## config.mk

```make
export PLATFORM = sky130hd
export DESIGN_NAME = psr_sector
export DESIGN_NICKNAME = d
export VERILOG_FILES = /design/src/sv/psr_pkg.sv /design/src/sv/psr_sector.sv
export SDC_FILE = /design/constraint.sdc
export NUM_CORES = 1
export LEC_CHECK = 0
export ABC_AREA = 1
export BUFFER_PORTS_ARGS = -buffer_cell sky130_fd_sc_hd__buf_2
export CAP_MARGIN = 20
export CORE_MARGIN = 2
export CORE_UTILIZATION = 41
export CTS_CLUSTER_SIZE = 30
export DETAILED_ROUTE_END_ITERATION = 8
export HOLD_SLACK_MARGIN = 0.02
export PLACE_DENSITY = 0.57
export SLEW_MARGIN = 30
export SYNTH_ARGS = -nofsm -noshare
export SYNTH_HDL_FRONTEND = slang
export SYNTH_SLANG_ARGS = --single-unit
```

## constraint.sdc

```tcl
create_clock -name clk -period 21.3 [get_ports clk]
set_input_delay 2.13 -clock clk [delete_from_list [all_inputs] [get_ports clk]]
set_output_delay 2.13 -clock clk [all_outputs]
set_load 0.005 [all_outputs]
```

## src/sv/psr_pkg.sv

```systemverilog
// Shared types and constants for the pie sector rasterizer.
// No dependencies; imported by every module of the block.
package psr_pkg;

  localparam int COORD_W     = 8;
  localparam int CORD_W      = 18;
  localparam int ANG_W       = 16;
  localparam int NUM_STEPS   = 15;
  localparam int STEP_W      = 4;
  localparam int NUM_VALUES  = 5;
  localparam int VAL_W       = 16;
  localparam int CUM_W       = 19;
  localparam int PROD_W      = ANG_W + CUM_W;
  localparam int RAD_W       = 7;
  localparam int CNT_W       = 3;
  localparam int SECTOR_W    = 3;
  localparam int CFG_IDX_W   = 3;
  localparam int CFG_DATA_W  = 16;
  localparam int MAX_RADIUS  = 64;

  localparam logic [RAD_W-1:0] RADIUS_RST = 7'd10;
  localparam logic [CNT_W-1:0] COUNT_RST  = 3'd5;

  localparam logic [CFG_IDX_W-1:0] CFG_RADIUS = 3'd0;
  localparam logic [CFG_IDX_W-1:0] CFG_COUNT  = 3'd1;
  localparam logic [CFG_IDX_W-1:0] CFG_VAL_A  = 3'd2;
  localparam logic [CFG_IDX_W-1:0] CFG_VAL_B  = 3'd3;
  localparam logic [CFG_IDX_W-1:0] CFG_VAL_C  = 3'd4;
  localparam logic [CFG_IDX_W-1:0] CFG_VAL_D  = 3'd5;
  localparam logic [CFG_IDX_W-1:0] CFG_VAL_E  = 3'd6;

  localparam logic [ANG_W-1:0] ANG_ZERO = 16'd0;
  localparam logic [ANG_W-1:0] ANG_QTR  = 16'd16384;
  localparam logic [ANG_W-1:0] ANG_HALF = 16'd32768;
  localparam logic [ANG_W-1:0] ANG_3QTR = 16'd49152;

  localparam logic [SECTOR_W-1:0] SECTOR_FIRST = 3'd0;
  localparam logic [SECTOR_W-1:0] SECTOR_LAST  = 3'd4;

  typedef struct packed {
    logic signed [COORD_W-1:0] pos_x;
    logic signed [COORD_W-1:0] pos_y;
  } in_t;

  typedef struct packed {
    logic                inside_res;
    logic [SECTOR_W-1:0] sector;
  } out_t;

  typedef struct packed {
    logic                     in_circ;
    logic                     byp;
    logic signed [CORD_W-1:0] cx;
    logic signed [CORD_W-1:0] cy;
    logic [ANG_W-1:0]         z;
  } cell_t;

  typedef logic [NUM_VALUES-1:0][CUM_W-1:0] cum_t;

  function automatic logic [ANG_W-1:0] cordic_angle(input logic [STEP_W-1:0] step);
    logic [ANG_W-1:0] ang;
    case (step)
      4'd0:    ang = 16'd8192;
      4'd1:    ang = 16'd4836;
      4'd2:    ang = 16'd2555;
      4'd3:    ang = 16'd1297;
      4'd4:    ang = 16'd651;
      4'd5:    ang = 16'd326;
      4'd6:    ang = 16'd163;
      4'd7:    ang = 16'd81;
      4'd8:    ang = 16'd41;
      4'd9:    ang = 16'd20;
      4'd10:   ang = 16'd10;
      4'd11:   ang = 16'd5;
      4'd12:   ang = 16'd3;
      4'd13:   ang = 16'd1;
      4'd14:   ang = 16'd1;
      default: ang = 16'd0;
    endcase
    return ang;
  endfunction

endpackage

```

## src/sv/psr_sector.sv

```systemverilog
// Sector select and output register: angle times total against each cumulative share.
// Depends on psr_pkg.
module psr_sector import psr_pkg::*; (
  input  logic  clk,
  input  logic  rst_n,
  input  cum_t  cum,
  input  logic  in_valid,
  output logic  in_ready,
  input  cell_t in_data,
  output logic  out_valid,
  input  logic  out_ready,
  output out_t  out_data
);

  logic              vld_r;
  out_t              dat_r;
  out_t              dat_nxt;
  logic [PROD_W-1:0] prod;

  assign in_ready  = !vld_r || out_ready;
  assign out_valid = vld_r;
  assign out_data  = dat_r;

  always_comb begin
    prod = in_data.z * cum[NUM_VALUES-1];
    dat_nxt.inside_res = in_data.in_circ;
    dat_nxt.sector     = SECTOR_LAST;
    if (cum[NUM_VALUES-1] != '0) begin
      for (int k = NUM_VALUES - 2; k >= 0; k--) begin
        if (prod <= {cum[k], ANG_W'(0)}) begin
          dat_nxt.sector = SECTOR_W'(k);
        end
      end
    end
    if (!in_data.in_circ) begin
      dat_nxt.sector = SECTOR_FIRST;
    end
  end

  always_ff @(posedge clk) begin
    if (!rst_n) begin
      vld_r <= 1'b0;
    end else if (in_ready) begin
      vld_r <= in_valid;
    end
  end

  always_ff @(posedge clk) begin
    if (in_valid && in_ready) begin
      dat_r <= dat_nxt;
    end
  end

endmodule

```

* Yosys cells after proc, flatten, opt, wreduce, memory -nomap -nowiden
Index checks and enable logic that the tools add are counted.
** Cells by class
- Multipliers :: 1
- Magnitude comparators :: 4
- Muxes and demuxes :: 5
- Bitwise operators :: 2
- Reductions and logical operators :: 6
** Operator list (number)
- 35-bit less-or-equal comparator :: 4
- 16-bit by 19-bit multiplier with 35-bit output :: 1
- 19-bit nonzero test :: 1
- 3-bit two-way mux :: 5
- 4-bit OR reduction :: 1
- 3-bit OR reduction :: 1
- 1-bit NOT :: 2
- 1-bit logical AND :: 1
- 1-bit zero test :: 1
- 1-bit logical OR :: 1
** Word-level totals
- Register bits after elaboration :: 5
- Output and inout port bits :: 6
- Logic and storage cells :: 23

* Logic depth before layout (Yosys ltp)
- Depth after elaboration :: 7
- Mapped depth :: 43

* Worst setup path after synthesis
Ideal clock, no wire load.
- Path type :: input to register
- Start point :: input in_data[1] in the netlist's numbering
- End point :: register dat_r (netlist bit out_data[2]) (data pin)
- Library setup time :: 255 ps
- Data arrival time :: 8456 ps
- Setup slack :: 12589 ps
- Cell stages on the path :: 34
- Buffers on the path :: 2
- Path through :: clkbuf_1 -> clkbuf_1 -> nand2_1 -> fa_1 -> fa_1 -> fa_1 -> inv_1 -> fa_1 -> inv_1 -> fa_1 -> inv_1 -> fa_1 -> ha_1 -> nand2_1 -> inv_1 -> a21oi_1 -> nand3_2 -> a21o_1 -> nand2_1 -> nand2_1 -> a21boi_2 -> o21ai_0 -> nand2_1 -> nand2_1 -> ha_1 -> nand3_1 -> nor2_1 -> nand4_1 -> nor4_1 -> nand3_1 -> nand2_1 -> nor2_1 -> nand2_1 -> a21oi_2
** Between the ends
- Word-level cells in the longest chain between the ends :: 7
** RTL lines
- start: declaration :: line psr_sector.sv:9 : input cell_t in_data,
- 16-bit by 19-bit multiplier with 35-bit output * :: line psr_sector.sv:25 : prod = in_data.z * cum[NUM_VALUES-1];
- 35-bit less-or-equal comparator :: line psr_sector.sv:30 : if (prod <= {cum[k], ANG_W'(0)}) begin
- 3-bit two-way mux (3 in a row) :: line psr_sector.sv:30
- 3-bit two-way mux * :: line psr_sector.sv:30
- 3-bit two-way mux * :: line psr_sector.sv:28 : if (cum[NUM_VALUES-1] != '0) begin
- end signal: assignment :: line psr_sector.sv:50 : dat_r <= dat_nxt;
- end: declaration :: line psr_sector.sv:16 : out_t dat_r;
Mark *: on every way between the ends. The rest lies on a longest branch, timed or not.
A chain may end at the register's enable or synchronous reset.

* Worst setup path after layout
- Start point :: input cum[83] in the netlist's numbering
- End point :: register dat_r (netlist bit out_data[2]) (data pin)
** Between the ends
- Word-level cells in the longest chain between the ends :: 7
** RTL lines
- start: declaration :: line psr_sector.sv:6 : input cum_t cum,
- 16-bit by 19-bit multiplier with 35-bit output :: line psr_sector.sv:25
- 35-bit less-or-equal comparator :: line psr_sector.sv:30
- 3-bit two-way mux (4 in a row) :: line psr_sector.sv:30
- 3-bit two-way mux * :: line psr_sector.sv:28
Marks and branches as above.

==> impl_metrics.json <==
{
  "layout-drive-gt1-share": 0.0774,
  "yosys-top-cells-area": "fa_1 (37%), ha_1 (18%), inv_1 (16%), nand2_1 (13%), a21oi_1 (2.0%)",
  "synth_top_family_by_area": "adder cells",
  "maxCapViolations": 0,
  "synth_ff_type": "edfxtp_1",
  "post_dp_cell_area_um2": 13700,
  "cts_made_buffers": 3,
  "syn_avg_cell_area_um2": 7.15,
  "endpoint_kind": "flip-flop",
  "grt_max_degree": 20,
  "start_util": 0.419,
  "drv_slew": 0,
  "num_rows": 64,
  "post_cts_buffers": 0,
  "grt_overflow": 0,
  "synth-xor-area-share": 0.0149,
  "required_ns": 21.27,
  "die_area_um2": 32900,
  "postCtsResizedCells": 0,
  "synthDistinctLibCells": 43,
  "final.period_utilization": 0.440,
  "place.gp.congestion": 0.868,
  "synth_top_area_frac": 0.366,
  "antenna_found_initial": 1,
  "ys_warn_count": 0,
  "area_growth_pct": 7.11,
  "drt_iter0_drc": 507,
  "ant_nets": 0,
  "cts.htree.levels": 1,
  "drt_first_pass_iters": 5,
  "chipHeight_um": 181,
  "wl_mm": 32.3,
  "synthAdderAreaFrac": 0.543,
  "setup_viol": 0,
  "synth_seq_area_share": 0.0109,
  "finalHoldViolCount": 0,
  "vias_per_cell": 4.85,
  "period_needed_ns": 9.38,
  "cts_root_buf": "clkbuf_16",
  "wl_per_cell_um": 14.3,
  "grt_usage": 0.206,
  "die_x_um": 181,
  "layout_commonest_cell": "inv_1",
  "io_buffers": 121,
  "syn_inst": 1806,
  "hold_buffers": 0,
  "cts_tree": "done",
  "cp_top_family": "adder cells",
  "critPathLaunchType": "input port",
  "fill_cells": 3236,
  "rsz0062_at_grt": "false",
  "clk_path_buf_depth": 2,
  "synth_top_cell_by_area": "fa_1",
  "synth_compound_area_frac": 0.0567,
  "fmax_mhz": 107,
  "tightest_slew_ns": 0.599,
  "core_area_um2": 30800,
  "layout_common_cells": "inv_1 (565), nand2_1 (457), fa_1 (236)",
  "clock_latency_ns": 0.22,
  "synth_edf_count": 4,
  "cp_slowest_cell": "fa_1",
  "outcome": "complete, no violations",
  "path_common_cell": "nand2_1",
  "vias": 11000,
  "syn-num-nets": 2378,
  "hpwl_mm": 27.8,
  "ios": 159,
  "finalClockSkew_ns": 0.00268,
  "setup_tns_ns": 0,
  "critPathMaxFanout": 17,
  "stdcell_area_um2": 13800,
  "post-route-drc-count": 0,
  "synthMuxAreaShare": 0,
  "hold_class": "reg2reg",
  "netlist_area_um2": 12900,
  "grt_pass1_wl_mm": 55.4,
  "critical_path_class": "in2reg",
  "grt_pass1_vias": 11300,
  "async_reset_ff_frac": 0,
  "synthSimpleGateAreaFrac": 0.189,
  "cp.arrival_ns": 9.35,
  "crit_buf_inv": 7,
  "slowest_delay_ns": 0.53,
  "fin_nets": 2434,
  "synth-seq-cells": 5,
  "cts.clk_slew.worst_paths_ns": 0.03,
  "maxSlewHeadroom": 0.598,
  "cts_sinks": 5
}
## final timing paths
kind,startpoint,endpoint,slack [ns],depth (start not counted)
hold / removal,out_valid,out_valid,0.51,2
hold reg to reg,out_valid,out_valid,0.51,2
setup reg to reg,out_valid,out_data[1],20.30,1
setup / recovery,cum[83],out_data[2],11.92,37
## area by class of cell
| class | count | area, µm² | area share |
|---|---|---|---|
| Clock buffer | 4 | 78.8 | 0.00570 |
| Tap cell | 396 | 495 | 0.0358 |
| Timing Repair Buffer | 121 | 606 | 0.0438 |
| Inverter | 567 | 2130 | 0.154 |
| Multi-Input combinational cell | 1164 | 10400 | 0.750 |
| Sequential cell | 5 | 140 | 0.0101 |
| Antenna cell | 1 | 2.50 | 0.000181 |
## synthesized netlist by cell type, types with 12 or more instances
library cell and number:
xor2_1 15, inv_1 565, fa_1 236, nand4_1 18
nor2_1 55, a21oi_1 52, ha_1 183, clkbuf_1 65
nand3_1 36, o21ai_0 24, nand2_1 457, nor3_1 12
## worst min-delay path, stage by stage, from the launching register on
cell and delay, ns:
dfxtp_1 0.31, nand2_1 0.07, a21boi_0 0.07
## flip-flops by register name (all words and copies together), names as in the netlist
| register | flops |
|---|---|
| out_data | 4 |
| out_valid | 1 |
## per-stage QoR
stage / hold slack [ns] / worst slack (ns) / instances / utilization
after global placement: 0.490 / 11.77 / 2253 / 0.446
after detailed placement: 0.504 / 11.75 / 2253 / 0.446
after floorplan: 0.523 / 12.59 / 1806 / -
final: 0.510 / 11.92 / 2258 / 0.449
after global routing: 0.547 / 11.35 / 2257 / 0.448
after CTS: 0.510 / 11.96 / 2257 / 0.448
## per-layer routing
layer	vias to the layer above	track usage	share of wire
met2	224	0.370	0.50
met4	0	0.0228	0.011
li1	5362	-	-
met3	28	0.0174	0.043
met5	-	0	0
met1	5336	0.277	0.45
## cell families (layout without fill, tap and decap cells)
group	count (synthesis)	count (layout)
simple gates	601	601
xor+xnor	22	22
fa+ha+maj	419	419
flops	5	5
other cells	0	1
compound gates	122	122
buf+inv	637	692
Power is left out: the tool's default activity adds up to more than one toggle a clock period on the data nets, which glitch-free logic cannot reach.
