<file path="src/sv/psr_pkg.sv">
// Shared types and constants for the pie sector rasterizer.
// No dependencies; imported by every module of the block.
package psr_pkg;

  localparam int COORD_W     = 8;
  localparam int CORD_W      = 18;
  localparam int ANG_W       = 16;
  localparam int NUM_STEPS   = 15;
  localparam int STEP_W      = 4;
  localparam int NUM_VALUES  = 5;
  localparam int VAL_W       = 16;
  localparam int CUM_W       = 19;
  localparam int PROD_W      = ANG_W + CUM_W;
  localparam int RAD_W       = 7;
  localparam int CNT_W       = 3;
  localparam int SECTOR_W    = 3;
  localparam int CFG_IDX_W   = 3;
  localparam int CFG_DATA_W  = 16;
  localparam int MAX_RADIUS  = 64;

  localparam logic [RAD_W-1:0] RADIUS_RST = 7'd10;
  localparam logic [CNT_W-1:0] COUNT_RST  = 3'd5;

  localparam logic [CFG_IDX_W-1:0] CFG_RADIUS = 3'd0;
  localparam logic [CFG_IDX_W-1:0] CFG_COUNT  = 3'd1;
  localparam logic [CFG_IDX_W-1:0] CFG_VAL_A  = 3'd2;
  localparam logic [CFG_IDX_W-1:0] CFG_VAL_B  = 3'd3;
  localparam logic [CFG_IDX_W-1:0] CFG_VAL_C  = 3'd4;
  localparam logic [CFG_IDX_W-1:0] CFG_VAL_D  = 3'd5;
  localparam logic [CFG_IDX_W-1:0] CFG_VAL_E  = 3'd6;

  localparam logic [ANG_W-1:0] ANG_ZERO = 16'd0;
  localparam logic [ANG_W-1:0] ANG_QTR  = 16'd16384;
  localparam logic [ANG_W-1:0] ANG_HALF = 16'd32768;
  localparam logic [ANG_W-1:0] ANG_3QTR = 16'd49152;

  localparam logic [SECTOR_W-1:0] SECTOR_FIRST = 3'd0;
  localparam logic [SECTOR_W-1:0] SECTOR_LAST  = 3'd4;

  typedef struct packed {
    logic signed [COORD_W-1:0] pos_x;
    logic signed [COORD_W-1:0] pos_y;
  } in_t;

  typedef struct packed {
    logic                inside_res;
    logic [SECTOR_W-1:0] sector;
  } out_t;

  typedef struct packed {
    logic                     in_circ;
    logic                     byp;
    logic signed [CORD_W-1:0] cx;
    logic signed [CORD_W-1:0] cy;
    logic [ANG_W-1:0]         z;
  } cell_t;

  typedef logic [NUM_VALUES-1:0][CUM_W-1:0] cum_t;

  function automatic logic [ANG_W-1:0] cordic_angle(input logic [STEP_W-1:0] step);
    logic [ANG_W-1:0] ang;
    case (step)
      4'd0:    ang = 16'd8192;
      4'd1:    ang = 16'd4836;
      4'd2:    ang = 16'd2555;
      4'd3:    ang = 16'd1297;
      4'd4:    ang = 16'd651;
      4'd5:    ang = 16'd326;
      4'd6:    ang = 16'd163;
      4'd7:    ang = 16'd81;
      4'd8:    ang = 16'd41;
      4'd9:    ang = 16'd20;
      4'd10:   ang = 16'd10;
      4'd11:   ang = 16'd5;
      4'd12:   ang = 16'd3;
      4'd13:   ang = 16'd1;
      4'd14:   ang = 16'd1;
      default: ang = 16'd0;
    endcase
    return ang;
  endfunction

endpackage

</file>
<file path="src/sv/psr_cordic_cell.sv">
// One CORDIC rotation cell with its own stage register and handshake.
// Depends on psr_pkg.
module psr_cordic_cell import psr_pkg::*; (
  input  logic              clk,
  input  logic              rst_n,
  input  logic [STEP_W-1:0] step,
  input  logic              in_valid,
  output logic              in_ready,
  input  cell_t             in_data,
  output logic              out_valid,
  input  logic              out_ready,
  output cell_t             out_data
);

  logic                     vld_r;
  cell_t                    dat_r;
  cell_t                    dat_nxt;
  logic signed [CORD_W-1:0] dx;
  logic signed [CORD_W-1:0] dy;
  logic                     y_pos;

  assign in_ready  = !vld_r || out_ready;
  assign out_valid = vld_r;
  assign out_data  = dat_r;

  always_comb begin
    dx      = in_data.cy >>> step;
    dy      = in_data.cx >>> step;
    y_pos   = !in_data.cy[CORD_W-1] && (in_data.cy != '0);
    dat_nxt = in_data;
    if (!in_data.byp) begin
      if (y_pos) begin
        dat_nxt.cx = in_data.cx + dx;
        dat_nxt.cy = in_data.cy - dy;
        dat_nxt.z  = in_data.z + cordic_angle(step);
      end else begin
        dat_nxt.cx = in_data.cx - dx;
        dat_nxt.cy = in_data.cy + dy;
        dat_nxt.z  = in_data.z - cordic_angle(step);
      end
    end
  end

  always_ff @(posedge clk) begin
    if (!rst_n) begin
      vld_r <= 1'b0;
    end else if (in_ready) begin
      vld_r <= in_valid;
    end
  end

  always_ff @(posedge clk) begin
    if (in_valid && in_ready) begin
      dat_r <= dat_nxt;
    end
  end

endmodule

</file>
<file path="config.mk">
export PLATFORM = sky130hd
export DESIGN_NAME = psr_cordic_cell
export DESIGN_NICKNAME = d
export VERILOG_FILES = /design/src/sv/psr_pkg.sv /design/src/sv/psr_cordic_cell.sv
export SDC_FILE = /design/constraint.sdc
export NUM_CORES = 1
export LEC_CHECK = 0
export CAP_MARGIN = 30
export CORE_MARGIN = 2
export CORE_UTILIZATION = 25
export CTS_BUF_LIST = sky130_fd_sc_hd__clkbuf_8 sky130_fd_sc_hd__clkbuf_16
export CTS_CLUSTER_DIAMETER = 60
export DETAILED_ROUTE_END_ITERATION = 8
export DONT_BUFFER_PORTS = 1
export GPL_TIMING_DRIVEN = 0
export HOLD_SLACK_MARGIN = 0.05
export SLEW_MARGIN = 15
export SYNTH_ARGS = -nofsm -noshare
export SYNTH_HDL_FRONTEND = slang
export SYNTH_SLANG_ARGS = --single-unit
</file>
<file path="constraint.sdc">
create_clock -name clk -period 11.9 [get_ports clk]
set_clock_uncertainty 0.2 [all_clocks]
set_input_delay 2.38 -clock clk [delete_from_list [all_inputs] [get_ports clk]]
set_output_delay 2.38 -clock clk [all_outputs]
set_load 0.005 [all_outputs]
</file>
After elaboration in Yosys (flattened, before gate mapping)
Memories as Yosys holds them, arrays and structs flattened.
Cells that the tools add are included.
Word-level totals
  flip-flop bits (word level): 55
  memories: 2
  logic and storage cells: 28
  bits of input ports: 62
  output and inout port bits: 56
  bits in read-only memories: 448
Memory list
  (name not given): words 16, width 14, rd ports 1, clocked after memory_dff 0, write ports 0, line psr_pkg.sv:62  | case (step)
  (name not given): words 16, width 14, rd ports 1, clocked after memory_dff 0, write ports 0, line psr_pkg.sv:62
Cells by class
  add/sub/neg operators: 6
  reduce and logical (&&, ||, !) cells: 6
  shift operators: 2
  muxes and demuxes: 6
Operators with widths (count)
  $mux 52: 2
  $mux 16: 4
  $add 18x18->18: 2
  $sshr 18x4->18: 2
  $sub 18x18->18: 2
  $reduce_bool 18->1: 1
  $add 16x16->16: 1
  $sub 16x16->16: 1
  $logic_and 1x1->1: 2
  $logic_not 1->1: 2
  $logic_or 1x1->1: 1

Logic depth before layout (Yosys ltp)
Gate-level depths: netlist of run 1.
  depth in word-level cells: 7
  gate-level depth with buffers: 24
  mapped depth without buffers: 20

Worst setup path before layout of run 1
Ideal clock, no wire load.
  path type: input to register
  start point: input step[0]
  end point: register dat_r, in the netlist out_data[14], data pin
  required time: 11.433 ns
  data arrival time: 6.599 ns
  cell stages on the path: 19
  setup slack: 4.834 ns
  path buffers: 3
  setup time: 0.267 ns
  cell sequence: buf_6 -> buf_8 -> buf_4 -> inv_2 -> ha_1 -> mux4_2 -> ha_1 -> nand2_1 -> o21ai_0 -> fa_1 -> a21o_1 -> a21oi_1 -> o21bai_1 -> a2111oi_0 -> o31ai_1 -> or4_1 -> a41oi_1 -> xor2_1 -> o21ai_0
RTL lines
  start: declaration: line psr_cordic_cell.sv:6  | input logic [STEP_W-1:0] step,
  end signal: assignment: line psr_cordic_cell.sv:54  | dat_r <= dat_nxt;
  end: declaration: line psr_cordic_cell.sv:16  | cell_t dat_r;

==> impl_metrics.csv, run 1 <==
group,metric,value,unit
status,status,"completed",
layout,nFillCells,3205,
timing,slew_headroom,39.59,%
clocking,cts-root-buf,"clkbuf_16",
detailed_routing,drc,0,
die,start_util,25.23,%
synth,syn_area,7659,sq um
synth,synth.distinct_cells,79,
clocking,hold_buffers,0,
timing,finalCriticalPeriod,8.045,ns
grt,antenna_found_initial,1,
synth,yosysTopAreaCell,"edfxtp_1",
setup_path,critPathMaxFanout,10,
layout,utilization,27.45,%
synth,ys_top_cells_by_area,"edfxtp_1 (21%), ha_1 (9.5%), mux4_2 (9.4%), o21ai_0 (5.1%), xnor2_1 (4.7%)",
timing,rsz0062_at_grt,"false",
clocking,cts_max_level,2,
synth,ys.warnings.count,0,
setup_path,cp-end-kind,"flop",
detailed_routing,drt_iter0_drc,528,
synth,syn_area_per_cell,8.753,sq um
layout,n_antenna_cell,0,
grt,first_global_vias,6640,
synth,synth-seq-area-share,21.43,%
detailed_routing,viasPerCell,5.447,
setup_path,critPathKind,"primary input to flop",
timing,setup_viol,0,
placement,portBuffers,0,
clocking,cts_buffers,5,
pwr,p_leak,0.003065,uW
placement,hpwl,22320,um
detailed_routing,routed_wirelength,28650,um
timing,drv_slew,0,
die,ios,118,
clocking,tritoncts,"built",
pwr,powerDensity,104.2,nW/um^2
setup_path,setup.worst_path.start_class,"primary input",
die,dieArea,32050,sq um
clocking,clkTransAtPathRegs,0.08,ns
grt,overflow,0,
layout,areaGrowthSynthToFinish,8.773,%
grt,grt_max_degree,55,
synth,synth_flop_cell,"edfxtp_1",
clocking,cts_sinks,55,
setup_path,crit-reg2reg-launch,"out_valid",
pwr,power.total,868.3,uW
setup_path,cp.arrival,7.91,ns
synth,synth-async-reset-ratio,0,%
detailed_routing,postRouteAntennaNets,0,
worst_hold_path,hold_class,"flop to flop",
pwr,ir_worst_vdd,0.00005960,V
die,core,30350,sq um
die,rows,64,
detailed_routing,drtPass1Iterations,5,
detailed_routing,wl_per_cell,22.33,um
grt,grt_use_total,17.55,%
detailed_routing,vias,6988,
layout,drive_above_1_share,12.63,%
die,die_h,179.0,um
die,die_w,179.0,um
worst_hold_path,min-delay-start,"out_valid",
synth,synth_top_cells_by_count,"nand2_1 (84), o21ai_0 (78), nor2_1 (65), a21oi_1 (60), ha_1 (58)",
grt,grt_first_pass_wirelength,41510,um
timing,fin_setup_tns,0,ns
clocking,post-cts-setup-buffers,0,
clocking,postCtsResizedCells,0,
synth,syn_nets,998,
synth,synth_edf_count,54,
clocking,clock_latency,0.31,ns
synth,ys_ff_latch,55,
synth,netlist_instances,875,
setup_path,cp-startpoint,"step[2]",
synth,synth.most_common_cell,"nand2_1",
clocking,cts_buffer_depth,2,
layout,fin_nets,1009,
placement,gp_congestion,0.9652,
timing,tightest_slew,0.9062,ns
timing,clock.fmax,124.3,MHz
job,max-cap-violations,0,
setup_path,cp.required,11.76,ns
timing,finalCritPeriodShare,67.61,%
synth,yosysTopAreaCellShare,21.17,%
timing,hold_viol_final,0,
## cell type report
| cell class | count | area [sq um] | area share, % |
|---|---|---|---|
| multi-input combinational | 740 | 5672 | 68.08 |
| sequential | 55 | 1642 | 19.71 |
| tap | 396 | 495.5 | 5.948 |
| buffer | 50 | 235.2 | 2.824 |
| clock buffer | 5 | 125.1 | 1.502 |
| inverter | 30 | 112.6 | 1.352 |
| timing repair buffer | 4 | 28.78 | 0.3454 |
| clock inverter | 3 | 20.02 | 0.2403 |
## cells in the final DEF (no fill, tap or decap), types with 6 or more instances in the layout
cell type   n
buf_1       7
a31oi_1    10
o31ai_1    13
o21a_1     12
inv_1      29
mux2_2     27
or3_1       6
edfxtp_1   54
nor2_1     65
a21boi_0    6
xnor2_1    41
o21ai_0    78
nand3_1    15
nor3_1     22
xor2_1     31
ha_1       58
a21o_1     12
o41ai_1     6
nand2b_1   16
nor2b_1     6
a21oi_1    60
nand2_1    84
or2_2       7
clkbuf_1   28
mux4_2     32
mux2i_1    25
a211oi_1    9
o21bai_1    6
buf_2      10
## cells by family (layout without fill, tap and decap cells)
kind of cell | count (synthesis) | count (layout) | share of synthesized area, %
compound gates | 255 | 255 | 21.43
xor+xnor | 72 | 72 | 8.234
fa+ha+maj | 61 | 61 | 10.26
buf+inv | 80 | 92 | 4.541
flops | 55 | 55 | 21.43
mux | 86 | 86 | 17.14
simple gates | 266 | 266 | 16.96
## power by group
| part | internal, uW | leakage, uW | switching, uW |
|---|---|---|---|
| Sequential | 250 | 0.000535 | 14.2 |
| Clock | 78.2 | 0.0000658 | 83.3 |
| Combinational | 190 | 0.00246 | 252 |
| Total | 518 | 0.00306 | 350 |
## final timing paths
path                  end  slack (ns)  cells past startpoint
max          out_data[15]        3.85                     21
min             out_valid        0.54                      2
max reg2reg  out_data[15]       10.10                      2
min reg2reg     out_valid        0.54                      2
## state kept, by name, summed over array words and instances (netlist names)
| register | count |
|---|---|
| out_valid | 1 |
| out_data | 54 |
## layer usage
layer  track usage, %  wire [um]  part of all wire [%]  vias to the layer above
li1                 -          -                     -                     3324
met5                0         13                 0.045                        -
met1            21.89      11900                    42                     3367
met3            3.753       2107                   7.4                       45
met4            6.538        881                   3.1                        2
met2            29.60      13750                    48                      250
## metrics by stage
stage | hold WS (ns) | cells | area, sq um | worst slack, ns
after global placement | 0.5664 | 1271 | 8154 | 3.420
after floorplan | 0.3366 | 875 | 7659 | 4.834
after detailed placement | 0.5715 | 1273 | 8175 | 3.667
after CTS | 0.5824 | 1281 | 8320 | 3.966
final | 0.5355 | 1283 | 8330 | 3.855
after global routing | 0.6080 | 1283 | 8330 | 3.410
## critical path, cell delays in order
cell and delay (ns):
clkbuf_1 0.41, clkbuf_1 0.53, clkbuf_1 0.56, clkbuf_1 0.50, o21ai_0 0.16, o21ai_0 0.15, nand2_1 0.12, nor3b_1 0.46
nor3b_1 0.32, a21o_1 0.12, o31ai_1 0.07, ha_1 0.29, clkbuf_1 0.18, a21oi_1 0.20, a21boi_0 0.18, o41ai_1 0.51
a21oi_1 0.14, a21oi_1 0.20, xor2_1 0.18, nor2_1 0.08, xor2_1 0.16
(Power assumes the default switching activity.)
==> inputs of run 2 (changes only) <==
--- a/config.mk
+++ b/config.mk
@@ -5,6 +5,7 @@
 export SDC_FILE = /design/constraint.sdc
 export NUM_CORES = 1
 export LEC_CHECK = 0
+export ABC_AREA = 1
 export CAP_MARGIN = 30
 export CORE_MARGIN = 2
 export CORE_UTILIZATION = 25
==> constraint.sdc (replaced) <==
create_clock -name clk -period 6.61 [get_ports clk]
set_clock_uncertainty 0.2 [all_clocks]
set_input_delay 1.322 -clock clk [delete_from_list [all_inputs] [get_ports clk]]
set_output_delay 1.322 -clock clk [all_outputs]
set_load 0.005 [all_outputs]
==> impl_metrics.csv, run 2 <==
group,metric,value,unit
timing,tightest_slew,1.007,ns
clocking,cts_sinks,55,
layout,largest_register_ffs,54,
timing,fin_setup_tns,0,ns
synth,syn_nets,1302,
placement,placed_cell_area,8015,sq um
synth,synth.most_common_cell,"nand2_1",
synth,synth-seq-area-share,22.04,%
detailed_routing,postRouteAntennaNets,0,
timing,slew_headroom,32.83,%
worst_hold_path,min-delay-start,"out_valid",
grt,first_global_vias,7432,
timing,finalCritPeriodShare,86.45,%
pwr,powerDensity,191.4,nW/um^2
clocking,cts-root-buf,"clkbuf_16",
timing,drv_slew,0,
timing,hold_viol_final,0,
synth,yosysTopAreaCell,"edfxtp_1",
die,dieArea,31190,sq um
grt,grt_use_total,18.55,%
timing,setup_viol,0,
layout,areaGrowthSynthToFinish,9.792,%
pwr,ir_worst_vdd,0.00009021,V
clocking,cts_max_level,2,
clocking,clock_latency,0.32,ns
layout,mostFrequentLayoutCell,"nand2_1",
timing,finalCriticalPeriod,5.714,ns
clocking,cts_buffers,5,
setup_path,critPathMaxFanout,9,
setup_path,reg2reg_depth,2,
synth,syn_area,7450,sq um
detailed_routing,vias,7719,
setup_path,critPathKind,"primary input to flop",
detailed_routing,routed_wirelength,28930,um
synth,ys_ff_latch,55,
pwr,p_leak,0.003865,uW
clocking,postCtsResizedCells,0,
detailed_routing,viasPerCell,4.885,
grt,overflow,0,
layout,drive_above_1_share,7.227,%
clocking,clkTransAtPathRegs,0.09,ns
grt,grt_first_pass_wirelength,43780,um
clocking,hold_buffers,0,
placement,portBuffers,0,
die,start_util,25.27,%
setup_path,crit_slowest_cell,"nor2_1",
timing,rsz0062_at_grt,"false",
placement,gp_congestion,0.9361,
setup_path,max_stage_delay,0.44,ns
detailed_routing,drt_iter0_drc,548,
synth,synth_edf_count,54,
die,ios,118,
status,status,"completed",
grt,antenna_found_initial,0,
synth,synth-async-reset-ratio,0,%
detailed_routing,wl_per_cell,18.31,um
synth,netlist_instances,1179,
setup_path,r2r_end,"out_data[3]",
synth,ys.warnings.count,0,
job,max-cap-violations,0,
layout,n_antenna_cell,0,
synth,synth_flop_cell,"edfxtp_1",
setup_path,cp.required,6.48,ns
setup_path,setup.worst_path.start_class,"primary input",
setup_path,crit_family,"simple AND/OR/NAND/NOR gates",
timing,clock.fmax,175.0,MHz
worst_hold_path,worstHoldPathCells,2,
die,die_h,176.6,um
timing,whs,0.4002,ns
placement,hpwl,23600,um
setup_path,cp-end-kind,"flop",
setup_path,cp.arrival,5.59,ns
synth,yosysTopAreaCellShare,21.77,%
detailed_routing,drc,0,
clocking,cts_buffer_depth,2,
synth,ys_top_cells_by_area,"edfxtp_1 (22%), nand2_1 (18%), ha_1 (9.7%), nand3_1 (8.7%), o21ai_0 (5.8%)",
die,core,29480,sq um
placement,post-place-ws,0.6483,ns
timing,layout_setup_ws,0.8959,ns
setup_path,r2r_slack,4.94,ns
clocking,tritoncts,"built",
setup_path,cp-startpoint,"step[2]",
layout,utilization,27.74,%
layout,fin_nets,1312,
layout,mostFrequentLayoutCells,"nand2_1 (362), nand3_1 (130), inv_1 (114), o21ai_0 (87), nor2_1 (83)",
setup_path,critPathMostFrequentCell,"nand2_1",
synth,syn_area_per_cell,6.319,sq um
layout,design_area,8179,sq um
clocking,post-cts-setup-buffers,0,
setup_path,crit_buf_inv,6,
grt,grt_max_degree,23,
setup_path,crit-reg2reg-launch,"out_valid",
worst_hold_path,hold_end,"out_valid",
worst_hold_path,hold_class,"flop to flop",
die,die_w,176.6,um
synth,synth_top_cells_by_count,"nand2_1 (362), nand3_1 (130), inv_1 (114), o21ai_0 (87), nor2_1 (83)",
detailed_routing,drtPass1Iterations,5,
die,rows,63,
synth,synth.distinct_cells,47,
==> run 2: cell types whose count changed after synthesis, sizes merged, moves of 14 or more <==
| cell | delta |
|---|---|
| nand2 | +287 |
| nand3 | +117 |
| inv | +90 |
| mux4 | -32 |
| mux2 | -28 |
| xnor2 | -28 |
| mux2i | -26 |
| nor2 | +25 |
| a21oi | +21 |
| nand2b | -16 |
| clkbuf | -14 |
| o21ai | +14 |
==> run 2: final cells by class <==
cell class	count	area (sq um)
fillers	3333	21300
multi-input cells	962	5146
flip-flops and latches	55	1642
well taps	390	488.0
inverters	120	450.4
plain buffers	42	222.7
clock buffers	5	125.1
repair buffers	3	66.31
clock inverters	3	38.79
==> run 2: worst max-delay path by stage <==
stage	to	slack [ns]	cells past startpoint
floorplan	out_data[12]	1.62	27
detailed placement	out_data[48]	0.65	26
CTS	out_data[12]	0.95	22
global route	out_data[48]	0.42	26
finish	out_data[48]	0.90	26
global placement	out_data[3]	0.21	2
==> run 2: cell families after synthesis <==
group	share of synthesized area, %
simple gates	37.66
xor+xnor	5.291
flops	22.04
fa+ha+maj	10.55
compound gates	15.44
buf+inv	9.036
==> run 2: layer usage <==
| metal | vias up | part of all wire, % | global-route usage, % |
|---|---|---|---|
| li1 | 3947 | - | - |
| met5 | - | 0 | 0 |
| met3 | 26 | 6.9 | 4.360 |
| met4 | 0 | 1.8 | 4.304 |
| met2 | 226 | 46 | 30.83 |
| met1 | 3520 | 46 | 24.28 |
==> run 2: worst reg2reg max path: stages (launching register included) <==
cell	delay, ns
dfxtp_1	0.36
a21oi_4	0.52
buf_16	0.26
==> run 2: power by group <==
part / switching [uW] / total, uW / internal [uW]
Combinational: 501 / 776 / 275
Clock: 147 / 325 / 178
Sequential: 22.0 / 465 / 443
==> run 2: through the flow <==
stage / power (uW) / cells
after global placement: 1233 / 1569
after CTS: 1574 / 1580
after global routing: 1704 / 1580
after detailed placement: 1242 / 1572
after floorplan: 1053 / 1179
final: 1565 / 1580
==> inputs of run 3 (changes only) <==
--- a/config.mk
+++ b/config.mk
@@ -5,7 +5,6 @@
 export SDC_FILE = /design/constraint.sdc
 export NUM_CORES = 1
 export LEC_CHECK = 0
-export ABC_AREA = 1
 export CAP_MARGIN = 30
 export CORE_MARGIN = 2
 export CORE_UTILIZATION = 25
==> impl_metrics.csv, run 3 (synthesis gave the netlist of run 1 again) <==
group,metric,value,unit
pwr,ir_worst_vdd,0.0001054,V
grt,antenna_found_initial,1,
status,status,"completed",
placement,portBuffers,0,
layout,largest_register_ffs,54,
detailed_routing,drt_iter0_drc,583,
layout,utilization,27.64,%
setup_path,critPathMaxFanout,10,
setup_path,r2r_end,"out_data[15]",
setup_path,setup.worst_path.start_class,"primary input",
layout,mostFrequentLayoutCell,"nand2_1",
pwr,sw_frac_of_total,40.32,%
detailed_routing,routed_wirelength,28690,um
setup_path,r2r_slack,4.81,ns
layout,mostFrequentLayoutCells,"nand2_1 (84), o21ai_0 (77), nor2_1 (65), a21oi_1 (60), ha_1 (58)",
worst_hold_path,hold_class,"flop to flop",
timing,clock.fmax,158.3,MHz
setup_path,cp-end-kind,"flop",
layout,drive_above_1_share,14.09,%
grt,grt_use_total,17.56,%
timing,slew_headroom,40.52,%
die,ios,118,
grt,first_global_vias,6641,
pwr,p_leak,0.003105,uW
setup_path,crit-reg2reg-launch,"out_valid",
die,die_h,179.0,um
die,start_util,25.23,%
clocking,cts_buffer_depth,2,
timing,layout_setup_ws,0.2924,ns
timing,tightest_slew,0.8922,ns
worst_hold_path,worstHoldPathCells,2,
placement,hpwl,22320,um
die,dieArea,32050,sq um
timing,setup_viol,0,
layout,n_antenna_cell,0,
pwr,clock_power_share,18.5,%
timing,finalCritPeriodShare,95.58,%
clocking,cts_sinks,55,
pwr,p_seq_share,30.2,%
detailed_routing,drc,0,
worst_hold_path,hold_end,"out_valid",
timing,hold_viol_final,0,
placement,post-place-ws,-0.5654,ns
grt,overflow,0,
setup_path,cp.arrival,6.19,ns
layout,areaGrowthSynthToFinish,9.541,%
layout,design_area,8389,sq um
clocking,clkTransAtPathRegs,0.09,ns
grt,grt_first_pass_wirelength,41510,um
setup_path,cp.required,6.48,ns
setup_path,reg2reg_depth,2,
setup_path,critPathKind,"primary input to flop",
timing,rsz0062_at_grt,"false",
die,core,30350,sq um
die,die_w,179.0,um
detailed_routing,postRouteAntennaNets,0,
clocking,tritoncts,"built",
pwr,combPwrFrac,51.3,%
clocking,cts_max_level,2,
job,max-cap-violations,0,
timing,drv_slew,0,
detailed_routing,wl_per_cell,22.36,um
timing,finalCriticalPeriod,6.318,ns
clocking,clock_latency,0.31,ns
pwr,internal_power,938.1,uW
detailed_routing,vias,7026,
clocking,cts-root-buf,"clkbuf_16",
detailed_routing,viasPerCell,5.476,
layout,fin_nets,1009,
placement,gp_congestion,0.9652,
placement,placed_cell_area,8175,sq um
pwr,power_switching,633.9,uW
pwr,powerDensity,187.4,nW/um^2
die,rows,64,
worst_hold_path,min-delay-start,"out_valid",
detailed_routing,drtPass1Iterations,5,
clocking,cts_buffers,5,
grt,grt_max_degree,55,
[run 3: routing by layer]
| layer | GRT usage [%] | up-vias | wire length [um] | share of wire, % |
|---|---|---|---|---|
| li1 | - | 3318 | - | - |
| met1 | 21.93 | 3423 | 11920 | 42 |
| met2 | 29.57 | 239 | 13750 | 48 |
| met3 | 3.753 | 44 | 2113 | 7.4 |
| met4 | 6.538 | 2 | 887 | 3.1 |
| met5 | 0 | - | 13 | 0.045 |
[run 3: layout make-up]
| class | instances | area [sq um] |
|---|---|---|
| clock buffers | 5 | 125.1 |
| multi-input cells | 740 | 5718 |
| fillers | 3196 | 21960 |
| well taps | 396 | 495.5 |
| flip-flops and latches | 55 | 1642 |
| inverters | 30 | 112.6 |
| repair buffers | 4 | 28.78 |
| clock inverters | 3 | 20.02 |
| plain buffers | 50 | 247.7 |
[run 3: worst max-delay path by stage]
stage                              end  slack [ns]    start
after floorplan           out_data[14]        0.60  step[0]
after global placement    out_data[51]       -0.81  step[2]
after detailed placement  out_data[15]       -0.57  step[2]
after CTS                 out_data[14]        0.01  step[3]
after global routing      out_data[14]       0.008  step[0]
final                     out_data[51]        0.29  step[1]
[run 3: through the flow]
stage          TNS (ns)  std cells  total power, uW  hold WS [ns]
2_1_floorplan         0        875             1091        0.3366
3_5_place_dp     -2.952       1273             1273        0.5715
5_1_grt               0       1283             1682        0.6080
3_3_place_gp     -4.264       1271             1263        0.5664
6_report              0       1283             1572        0.5355
4_1_cts               0       1281             1570        0.5824
[run 3: critical path, stage by stage]
cell       delay [ns]
buf_2            0.28
buf_2            0.35
mux4_2           0.54
mux2i_1          0.34
mux2i_1          0.21
nor3b_2          0.25
nor2_1           0.08
xnor2_1          0.23
ha_1             0.31
and3_1           0.18
a2111oi_0        0.46
buf_1            0.22
o2bb2ai_1        0.13
a21oi_1          0.31
nor2_1           0.09
a2111oi_1        0.43
xor2_1           0.20
nor2_1           0.08
xnor2_1          0.16
[run 3: timing repair]
item | 4_1_cts | 5_1_grt
gates resized for setup | 5 | 14
endpoints found under the setup margin | 4 | 5
buffers inserted | 0 | 0
gates cloned | 0 | 0
hold buffers | 0 | 0
[run 3: power groups by stage]
stage          clock (uW)  sequential, uW  combinational (uW)
6_report              290             475                 807
4_1_cts               298             479                 793
5_1_grt               312             483                 887
3_5_place_dp            0             487                 786
2_1_floorplan           0             473                 618
3_3_place_gp            0             487                 776
